## src/hdl/hedf_pkg.sv

```systemverilog
// shared constants, types and the fnv-1a byte fold for the event dedup filter
package hedf_pkg;

    // fnv-1a 32-bit constants
    localparam logic [31:0] FNV_BASIS = 32'h811C9DC5;
    localparam logic [31:0] FNV_PRIME = 32'h01000193;

    // field widths of one input item and one result item
    localparam int BYTE_W = 8;
    localparam int HASH_W = 32;
    localparam int TICK_W = 32;

    // a table entry: stored tick above stored hash
    typedef struct packed {
        logic [TICK_W-1:0] tick;
        logic [HASH_W-1:0] hash;
    } entry_t;

    localparam int ENTRY_W = $bits(entry_t);

    // one fnv-1a step: xor in the byte, multiply by the prime modulo 2^32
    function automatic logic [HASH_W-1:0] fnv_fold(
        input logic [HASH_W-1:0] h,
        input logic [BYTE_W-1:0] b
    );
        logic [HASH_W-1:0] x;
        begin
            x = h ^ {{(HASH_W - BYTE_W){1'b0}}, b};
            return x * FNV_PRIME;
        end
    endfunction

endpackage

```

## src/hdl/hashed_event_dedup_filter_core.sv

```systemverilog
// top level of the fnv-1a hashed event dedup filter with a direct-mapped table
//
//   channel  | dir | tdata (low bit up)             | tuser         | tlast
//   s_axis   | in  | name_byte[7:0], now_tick[39:8] | -             | last_byte
//   m_axis   | out | name_hash[31:0]                | is_duplicate  | -
//
// one item per cycle while s_axis_tready is high; the result of a tlast item
// leaves from the output register; the byte fold is one 32x32 multiply per
// item on the running hash register; the table index goes through a reciprocal
// multiply and a correction stage, then a registered ram read; a write in the
// same cycle as a read is forwarded; after reset a clearing pass writes zeros
// to all TABLE_ENTRIES entries, one per cycle, with s_axis_tready low; a
// stalled output holds the pipeline back only as far as its stages are full
module hashed_event_dedup_filter_core #(
    parameter int TABLE_ENTRIES = 64
) (
    input  logic        clk,
    input  logic        rst_n,
    input  logic        s_axis_tvalid,
    output logic        s_axis_tready,
    input  logic [39:0] s_axis_tdata,   // name_byte[7:0], now_tick[39:8]
    input  logic        s_axis_tlast,
    output logic        m_axis_tvalid,
    input  logic        m_axis_tready,
    output logic [31:0] m_axis_tdata,   // name_hash[31:0]
    output logic [0:0]  m_axis_tuser    // is_duplicate[0]
);

    localparam int IDX_W = $clog2(TABLE_ENTRIES);
    localparam int R_W   = IDX_W + 1;
    localparam logic [31:0]      RECIP    = 32'((64'd1 << 32) / TABLE_ENTRIES);
    localparam logic [R_W-1:0]   N_R      = R_W'(TABLE_ENTRIES);
    localparam logic [IDX_W-1:0] LAST_IDX = IDX_W'(TABLE_ENTRIES - 1);

    // input fields
    logic [hedf_pkg::BYTE_W-1:0] name_byte;
    logic [hedf_pkg::TICK_W-1:0] now_tick;
    logic                        in_acc;

    assign name_byte = s_axis_tdata[7:0];
    assign now_tick  = s_axis_tdata[39:8];
    assign in_acc    = s_axis_tvalid && s_axis_tready;

    // control and pipeline state
    logic                        clearing_reg;
    logic [IDX_W-1:0]            clr_cnt_reg;
    logic [hedf_pkg::HASH_W-1:0] running_hash_reg;
    logic [hedf_pkg::HASH_W-1:0] hash_next;

    logic                        v1_reg, v2_reg, v3_reg, v4_reg;
    logic [hedf_pkg::HASH_W-1:0] hash1_reg, hash2_reg, hash3_reg, hash4_reg;
    logic [hedf_pkg::TICK_W-1:0] tick1_reg, tick2_reg, tick3_reg, tick4_reg;
    logic [63:0]                 prod2_reg;
    logic [IDX_W-1:0]            idx3_reg, idx4_reg;
    logic [IDX_W-1:0]            idx_next;

    logic                        out_valid_reg;
    logic                        out_dup_reg;
    logic [hedf_pkg::HASH_W-1:0] out_hash_reg;

    logic                        fwd_coinc_reg;
    logic [IDX_W-1:0]            wr_idx_reg;
    hedf_pkg::entry_t            wr_entry_reg;

    logic out_free, mv_out, en1, en2, en3, en4;

    // stage enables, each stage moves when the one after it can take it
    assign out_free = !out_valid_reg || m_axis_tready;
    assign mv_out   = v4_reg && out_free;
    assign en4      = !v4_reg || out_free;
    assign en3      = !v3_reg || en4;
    assign en2      = !v2_reg || en3;
    assign en1      = !v1_reg || en2;

    assign s_axis_tready = !clearing_reg && en1;

    // running fnv-1a hash
    assign hash_next = hedf_pkg::fnv_fold(running_hash_reg, name_byte);

    always_ff @(posedge clk or negedge rst_n)
    begin
        if (!rst_n)
        begin
            running_hash_reg <= hedf_pkg::FNV_BASIS;
        end
        else if (in_acc)
        begin
            running_hash_reg <= s_axis_tlast ? hedf_pkg::FNV_BASIS : hash_next;
        end
    end

    // clearing pass after reset
    always_ff @(posedge clk or negedge rst_n)
    begin
        if (!rst_n)
        begin
            clearing_reg <= 1'b1;
            clr_cnt_reg  <= '0;
        end
        else if (clearing_reg)
        begin
            clr_cnt_reg <= clr_cnt_reg + 1'b1;
            if (clr_cnt_reg == LAST_IDX)
            begin
                clearing_reg <= 1'b0;
            end
        end
    end

    // index remainder: reciprocal quotient is exact or one low
    logic [R_W-1:0] q_low, qn, rem_raw, rem;

    assign q_low    = prod2_reg[32 +: R_W];
    assign qn       = q_low * N_R;
    assign rem_raw  = hash2_reg[R_W-1:0] - qn;
    assign rem      = (rem_raw >= N_R) ? (rem_raw - N_R) : rem_raw;
    assign idx_next = rem[IDX_W-1:0];

    // stage valids
    always_ff @(posedge clk or negedge rst_n)
    begin
        if (!rst_n)
        begin
            v1_reg <= 1'b0;
            v2_reg <= 1'b0;
            v3_reg <= 1'b0;
            v4_reg <= 1'b0;
        end
        else
        begin
            if (en1)
            begin
                v1_reg <= in_acc && s_axis_tlast;
            end
            if (en2)
            begin
                v2_reg <= v1_reg;
            end
            if (en3)
            begin
                v3_reg <= v2_reg;
            end
            if (en4)
            begin
                v4_reg <= v3_reg;
            end
        end
    end

    // stage payloads
    always_ff @(posedge clk)
    begin
        if (en1 && in_acc && s_axis_tlast)
        begin
            hash1_reg <= hash_next;
            tick1_reg <= now_tick;
        end
        if (en2 && v1_reg)
        begin
            hash2_reg <= hash1_reg;
            tick2_reg <= tick1_reg;
            prod2_reg <= {32'd0, hash1_reg} * {32'd0, RECIP};
        end
        if (en3 && v2_reg)
        begin
            hash3_reg <= hash2_reg;
            tick3_reg <= tick2_reg;
            idx3_reg  <= idx_next;
        end
        if (en4 && v3_reg)
        begin
            hash4_reg <= hash3_reg;
            tick4_reg <= tick3_reg;
            idx4_reg  <= idx3_reg;
        end
    end

    // table ram
    logic                  ram_we;
    logic [IDX_W-1:0]      ram_waddr;
    hedf_pkg::entry_t      ram_wdata;
    hedf_pkg::entry_t      ram_rdata;
    hedf_pkg::entry_t      cur_entry;
    hedf_pkg::entry_t      new_entry;
    logic                  dup4;
    logic                  fwd_use;

    assign new_entry.tick = tick4_reg;
    assign new_entry.hash = hash4_reg;

    // forward a write that landed in the same cycle as this entry's read
    assign fwd_use   = fwd_coinc_reg && (wr_idx_reg == idx4_reg);
    assign cur_entry = fwd_use ? wr_entry_reg : ram_rdata;
    assign dup4      = (cur_entry.hash == hash4_reg) && (cur_entry.tick == tick4_reg);

    assign ram_we    = clearing_reg || (mv_out && !dup4);
    assign ram_waddr = clearing_reg ? clr_cnt_reg : idx4_reg;
    assign ram_wdata = clearing_reg ? '0 : new_entry;

    hedf_ram #(
        .WIDTH (hedf_pkg::ENTRY_W),
        .DEPTH (TABLE_ENTRIES)
    ) u_table (
        .clk   (clk),
        .we    (ram_we),
        .waddr (ram_waddr),
        .wdata (ram_wdata),
        .re    (en4),
        .raddr (idx3_reg),
        .rdata (ram_rdata)
    );

    // last write, kept for forwarding
    always_ff @(posedge clk or negedge rst_n)
    begin
        if (!rst_n)
        begin
            fwd_coinc_reg <= 1'b0;
        end
        else if (en4)
        begin
            fwd_coinc_reg <= mv_out && !dup4;
        end
    end

    always_ff @(posedge clk)
    begin
        if (mv_out && !dup4)
        begin
            wr_idx_reg   <= idx4_reg;
            wr_entry_reg <= new_entry;
        end
    end

    // output register
    always_ff @(posedge clk or negedge rst_n)
    begin
        if (!rst_n)
        begin
            out_valid_reg <= 1'b0;
        end
        else if (mv_out)
        begin
            out_valid_reg <= 1'b1;
        end
        else if (m_axis_tready)
        begin
            out_valid_reg <= 1'b0;
        end
    end

    always_ff @(posedge clk)
    begin
        if (mv_out)
        begin
            out_dup_reg  <= dup4;
            out_hash_reg <= hash4_reg;
        end
    end

    assign m_axis_tvalid   = out_valid_reg;
    assign m_axis_tdata    = out_hash_reg;
    assign m_axis_tuser[0] = out_dup_reg;

    // checks
    a_clear_done: assert property (@(posedge clk) disable iff (!rst_n)
        $fell(clearing_reg) |-> $past(clr_cnt_reg) == LAST_IDX)
        else $error("clearing pass ended early");

    a_clear_empty: assert property (@(posedge clk) disable iff (!rst_n)
        clearing_reg |-> !(v1_reg || v2_reg || v3_reg || v4_reg || out_valid_reg))
        else $error("item in flight during clearing pass");

    a_last_enters: assert property (@(posedge clk) disable iff (!rst_n)
        (in_acc && s_axis_tlast) |=> v1_reg)
        else $error("last byte did not enter the lookup pipeline");

endmodule

```

## src/hdl/hedf_ram.sv

```systemverilog
// generic single-write, single-read ram with registered read data
module hedf_ram #(
    parameter int WIDTH = 64,
    parameter int DEPTH = 64
) (
    input  logic                     clk,
    input  logic                     we,
    input  logic [$clog2(DEPTH)-1:0] waddr,
    input  logic [WIDTH-1:0]         wdata,
    input  logic                     re,
    input  logic [$clog2(DEPTH)-1:0] raddr,
    output logic [WIDTH-1:0]         rdata
);

    logic [WIDTH-1:0] mem [DEPTH];
    logic [WIDTH-1:0] rdata_reg;

    // write port and registered read port, read returns old data on a collision
    always_ff @(posedge clk)
    begin
        if (we)
        begin
            mem[waddr] <= wdata;
        end
        if (re)
        begin
            rdata_reg <= mem[raddr];
        end
    end

    assign rdata = rdata_reg;

endmodule
```

## config.mk

```make
export PLATFORM = sky130hd
export DESIGN_NAME = hashed_event_dedup_filter_core
export DESIGN_NICKNAME = d
export VERILOG_FILES = /design/src/hdl/hedf_pkg.sv /design/src/hdl/hashed_event_dedup_filter_core.sv /design/src/hdl/hedf_ram.sv
export SDC_FILE = /design/constraint.sdc
export NUM_CORES = 2
export LEC_CHECK = 0
export BUFFER_PORTS_ARGS = -buffer_cell sky130_fd_sc_hd__buf_2
export CELL_PAD_IN_SITES_DETAIL_PLACEMENT = 1
export CELL_PAD_IN_SITES_GLOBAL_PLACEMENT = 1
export CORE_AREA = 5 5 672 541
export DETAILED_ROUTE_END_ITERATION = 10
export DIE_AREA = 0 0 677 546
export PLACE_DENSITY_LB_ADDON = 0.1
export SLEW_MARGIN = 20
export SYNTH_ARGS = -nofsm -noshare
export SYNTH_HDL_FRONTEND = slang
export SYNTH_SLANG_ARGS = --single-unit
```

## constraint.sdc

```tcl
create_clock -name clk -period 14.7 [get_ports clk]
set_clock_uncertainty 0.05 [all_clocks]
set_input_delay 0.735 -clock clk [delete_from_list [all_inputs] [get_ports clk]]
set_output_delay 0.735 -clock clk [all_outputs]
set_load 0.02 [all_outputs]
```

Word level (Yosys, flattened, before mapping)
Memory sizes are Yosys's and may differ from the RTL's. A register that Yosys moved wholly into a read port is not among the register bits.
Cells that the tools add are included.
- add/subtract/negate cells: 3
- $mul: 1
- $lt $le $gt $ge: 1
- equal/unequal tests: 4
- multiplexer cells: 11
- bitwise gates (word level): 1
- reduce and logical (&&, ||, !) cells: 26
- operator list (cell ; count):
    $mux W64 ; 2
    $eq A32 B32 Y1 ; 2
    $mul A32 B25 Y32 const B ; 1
    $mux W32 ; 1
    $xor A32 B8 Y32 ; 1
    $logic_and A1 B1 Y1 ; 12
    $mux W6 ; 2
    $ge A7 B7 Y1 const B ; 1
    $logic_not A1 Y1 ; 7
    $sub A7 B7 Y7 ; 1
    $add A6 B1 Y6 const B ; 1
    $eq A6 B6 Y1 ; 1
    $eq A6 B6 Y1 const B ; 1
    $logic_or A1 B1 Y1 ; 6
    $mux W1 ; 6
    $sub A6 B1 Y6 const B ; 1
    $reduce_bool A2 Y1 ; 1
- register bits after elaboration: 416
- bits in writable memories: 4096
- input bits: 45
- output and inout port bits: 35
- logic and storage cells: 72
- memories kept: 1
- memories (memory ; depth ; bits a word ; rd ports ; clocked after memory_dff ; wr ports ; RTL line ; source):
    u_table.mem ; 64 ; 64 ; 1 ; 1 ; 1 ; hedf_ram.sv:15 ; logic [WIDTH-1:0] mem [DEPTH];

Longest topological paths before layout
- depth in word-level cells: 10
- gate-level depth with buffers: 24
- gate-level depth less buffers: 24

Modules after synthesis
From an unflattened synthesis, not the netlist that was laid out.
- cell total of the unflattened synthesis: 8092
- area, all modules: 177345.1 um2
- modules (own cells, without submodules) (module ; instances ; cells each ; area each (um2) ; seq. area each (um2)):
    hedf_ram ; 1 ; 6598 ; 156989.3 ; 124919.8
    hashed_event_dedup_filter_core ; 1 ; 1494 ; 20355.8 ; 11745.0

Least setup slack after synthesis
Ideal clock, no wire load.
- path kind: flip-flop to flip-flop
- from: reg clearing_reg
- to: mem u_table.mem[13][0], enable pin
- setup time: 0.565 ns
- arrival: 7.225 ns
- required time: 14.085 ns
- setup slack: 6.860 ns
- cell stages (with the launch flop): 5
- path buffers: 1
- period minus slack after synthesis: 7.840 ns
- path through: dfstp_2 > clkbuf_1 > nor2b_1 > a32oi_1 > nor3_1
- cells in the longest elaborated chain, start to end: 3
- elaborated cells between the ends (all ways): 4
- classes of those cells: 3 x mux; 1 x reduce/logical
- ends and longest elaborated chain (item ; RTL line ; source):
    from (decl) ; hashed_event_dedup_filter_core.sv:45 ; logic clearing_reg;
    from (signal assigned) ; hashed_event_dedup_filter_core.sv:97 ; clearing_reg <= 1'b1;
    from (signal assigned) ; hashed_event_dedup_filter_core.sv:105 ; clearing_reg <= 1'b0;
    $logic_or A1 B1 Y1 ; hashed_event_dedup_filter_core.sv:196 ; assign ram_we = clearing_reg || (mv_out && !dup4);
    $mux W1 ; hedf_ram.sv:21 ; if (we)
    $mux W1 (not written as such) ; hedf_ram.sv:23 ; mem[waddr] <= wdata;
    to (decl) ; hedf_ram.sv:15 ;
Several ways; a longest one is shown, not always the timed one.

Worst setup path after layout
- from: reg running_hash_reg[4] in the netlist's numbering
- to: reg running_hash_reg[29] in the netlist's numbering
- cells in the longest elaborated chain, start to end: 3
- ends and longest elaborated chain (item ; RTL line ; source):
    from (decl) ; hashed_event_dedup_filter_core.sv:47 ; logic [hedf_pkg::HASH_W-1:0] running_hash_reg;
    from (signal assigned) ; hashed_event_dedup_filter_core.sv:84 ; running_hash_reg <= hedf_pkg::FNV_BASIS;
    from (signal assigned) ; hashed_event_dedup_filter_core.sv:88 ; running_hash_reg <= s_axis_tlast ? hedf_pkg::FNV_BASIS : hash_next;
    $xor A32 B8 Y32 ; hedf_pkg.sv:28 ; x = h ^ {{(HASH_W - BYTE_W){1'b0}}, b};
    $mul A32 B25 Y32 ; hedf_pkg.sv:29 ; return x * FNV_PRIME;
    named net hash_next, one bit ; hashed_event_dedup_filter_core.sv:48 ; logic [hedf_pkg::HASH_W-1:0] hash_next;
    $mux W32 ; hashed_event_dedup_filter_core.sv:88 ;
The timed path passes the listed nets, and every way through them passes these cells.
A chain may end at the register's enable or synchronous reset.

==> reports/metrics.csv <==
metric;value;unit
status;finished clean;
count of different cell masters after synthesis;70;
Ys Warns;0;
dominant cell by count in the synthesized netlist;edfxtp_1;
# IOs;80;
Slew @ Worst Pin;1.20;ns
via count;85700;
antenna viol nets, final;0;
Max clock buf depth;4;
H-tree depth;5;
Power Density;189;nW/um^2
first-pass GRT wire length;729000;um
clk root buf;clkbuf_16;
Mapped Nets;7690;
GRT Overall Usage;0.285;
top-area cell type share of the netlist area;0.764;
Max Fclk;137;MHz
RSZ-0062 raised after global routing;false;
CP Max Fanout;6;
final setup vio count;0;
largest cells by area after synthesis;edfxtp_1 (76%), mux4_2 (17%), ha_1 (1.3%);
TritonRoute pass-1 iters;5;
FP Rows;196;
CP most frequent cell;ha_1;
fin nets;8233;
Final Cycle Share;0.495;
vias per cell;6.57;
worst endpoint data arrival time;8.08;ns
CTS tree;built;
Avg Inst Size Synth;24.0;um^2
synth-to-layout area growth;13.6;%
Setup CP Type;register to register;
Mapped Cells;7386;
synthesized cell area;177000;um^2
Cells after DPL;12200;
Fin. Hold Viols;0;
DRC;0;
Crit-path slowest cell;o41ai_1;
Worst Hold Class;input port to register;
GPL Wtd Cong;0.846;
largest net degree at the start of global routing;130;
CP delay by family, top;adder cells;
post-synthesis async set-or-reset flop share;0.00987;
startpoint class of the critical path;register;
Critical Path End Type;register;
vias in the first global route;86200;
P_leak;64.2;nW
core area;355000;um^2
Post-synth top cells;edfxtp_1 (4,513), mux4_2 (1,344), clkbuf_1 (247), inv_1 (226), ha_1 (185);
Slew Viols, Final;0;
post-synthesis sequential area ratio;0.771;
WP buf/inv;4;
cts bufs inserted;441;
Slew HR;0.203;
die height;546;um
VDD IR max;0.482;mV
setup TNS;0;ns
number of fill cells in the layout;29000;
worst-path cell chain;xor2_1, ha_1, ha_1, fa_1, ha_1, inv_1, fa_1, inv_1, ha_1, inv_1, fa_1, inv_1, ha_1, a21oi_1, o21ai_0, o41ai_1, o31ai_1, a211oi_1, o21ai_0, xnor2_1, a22o_1;
clock sink count;4558;
Top FF cell, synth;edfxtp_1;
total routed wirelength;529000;um
Clock Latency Late Sink;1.00;ns
Max Cap Violations;0;
Initial Util;0.499;
cell taking the most area after synthesis;edfxtp_1;
CP max stage delay;1.04;ns
synthesized flop and latch total;4558;
IO Port Bufs;79;
CTS clk-pin slew, worst paths;0.06;ns
WP data required;15.50;ns
WL per Instance;40.5;um
Design Power;38.0;mW
final hold slack;0.173;ns
detailed placement HPWL;291000;um
share of cells above drive strength 1;0.304;
Cell Count, Final, Fillers Out;13000;
full die area;370000;um^2
Largest register FFs;4096;
initial drt markers;12200;
initial antenna violation count;19;
DIE WIDTH;677;um
post-layout min period;7.28;ns
Overflow after GRT;0;
Post-synth EDFFs;4513;
==> per-stage QoR <==
step / cell area [um^2] / util / worst slack, ns
6_report: 201000 / 0.567 / 7.42
5_1_grt: 201000 / 0.567 / 7.24
4_1_cts: 201000 / 0.565 / 7.60
3_5_place_dp: 186000 / 0.525 / 7.17
3_3_place_gp: 186000 / 0.522 / 7.30
2_1_floorplan: 177000 / - / 6.86
==> metal layers <==
metal / track usage / routed length (um) / part of all wire
met1: 0.426 / 219000 / 0.41
met2: 0.430 / 243000 / 0.46
met3: 0.0512 / 46600 / 0.088
met4: 0.0953 / 20000 / 0.038
met5: 0 / 26 / 0.000049
==> cells in the final DEF (no fill, tap or decap), types with 27 or more instances in the layout <==
master	Yosys	final
a21oi_1	37	35
a31oi_4	0	32
buf_12	1	40
buf_16	0	27
buf_2	10	79
buf_4	3	258
bufinv_16	0	42
clkbuf_1	247	91
clkbuf_16	0	447
clkinv_1	0	105
clkinv_2	0	71
dfrtp_1	30	30
dlygate4sd3_1	0	33
edfxtp_1	4513	4513
fa_1	74	74
ha_1	185	185
inv_1	226	224
mux4_2	1344	1344
nand2_1	50	50
nor2b_4	0	48
nor3_2	1	33
o21ai_0	35	35
xnor2_1	81	81
xor2_1	38	38
==> power breakdown <==
group	total, mW	switching (mW)	internal (mW)
registers	15.3	0.222	15.1
clock network	11.2	4.88	6.30
logic	11.4	6.97	4.46
==> cell type report <==
type,instances,area [um^2],area share
sequential,4558,137000,0.679
multi-input combinational,2261,39600,0.196
clock buffer,538,11500,0.0573
tap,4752,5950,0.0295
timing repair buffer,441,4260,0.0212
clock inverter,263,2520,0.0125
inverter,226,851,0.00423
antenna,7,17.5,0.0000870
==> repair_timing <==
action / in CTS / in global routing
gates resized for setup: 0 / 0
endpoints found under the hold margin: 62 / 0
setup buffers: 0 / 0
hold buffers: 33 / 0
==> worst register-to-register path, stage by stage (launching register included) <==
cell      delay [ns]
dfrtp_1         0.39
xor2_1          0.81
ha_1            0.39
ha_1            0.31
fa_1            0.49
ha_1            0.14
inv_1           0.05
fa_1            0.48
inv_1           0.05
ha_1            0.28
inv_1           0.05
fa_1            0.49
inv_1           0.05
ha_1            0.33
a21oi_1         0.15
o21ai_0         0.31
o41ai_1         1.05
o31ai_1         0.22
a211oi_1        0.50
o21ai_0         0.22
xnor2_1         0.18
a22o_1          0.20
==> worst paths after layout <==
check	from	to	slack (ns)	depth (start not counted)
max	running_hash_reg[4]	running_hash_reg[29]	7.42	21
min	s_axis_tlast	running_hash_reg[4]	0.17	2
max reg2reg	running_hash_reg[4]	running_hash_reg[29]	7.42	21
min reg2reg	tick1_reg[0]	tick2_reg[0]	0.35	0
max in group asynchronous	rst_n	running_hash_reg[13]	13.63	3
min in group asynchronous	rst_n	running_hash_reg[27]	0.44	3
==> kinds of logic (layout without fill, tap and decap cells) <==
group,count (synthesis),after routing,synth area share
flops,4558,4558,0.771
mux,1356,1356,0.171
buf+inv,567,1468,0.0124
simple gates,302,302,0.00907
fa+ha+maj,259,259,0.0214
compound gates,224,224,0.00882
xor+xnor,120,120,0.00597
other cells,0,7,0
(Power assumes the default switching activity.)
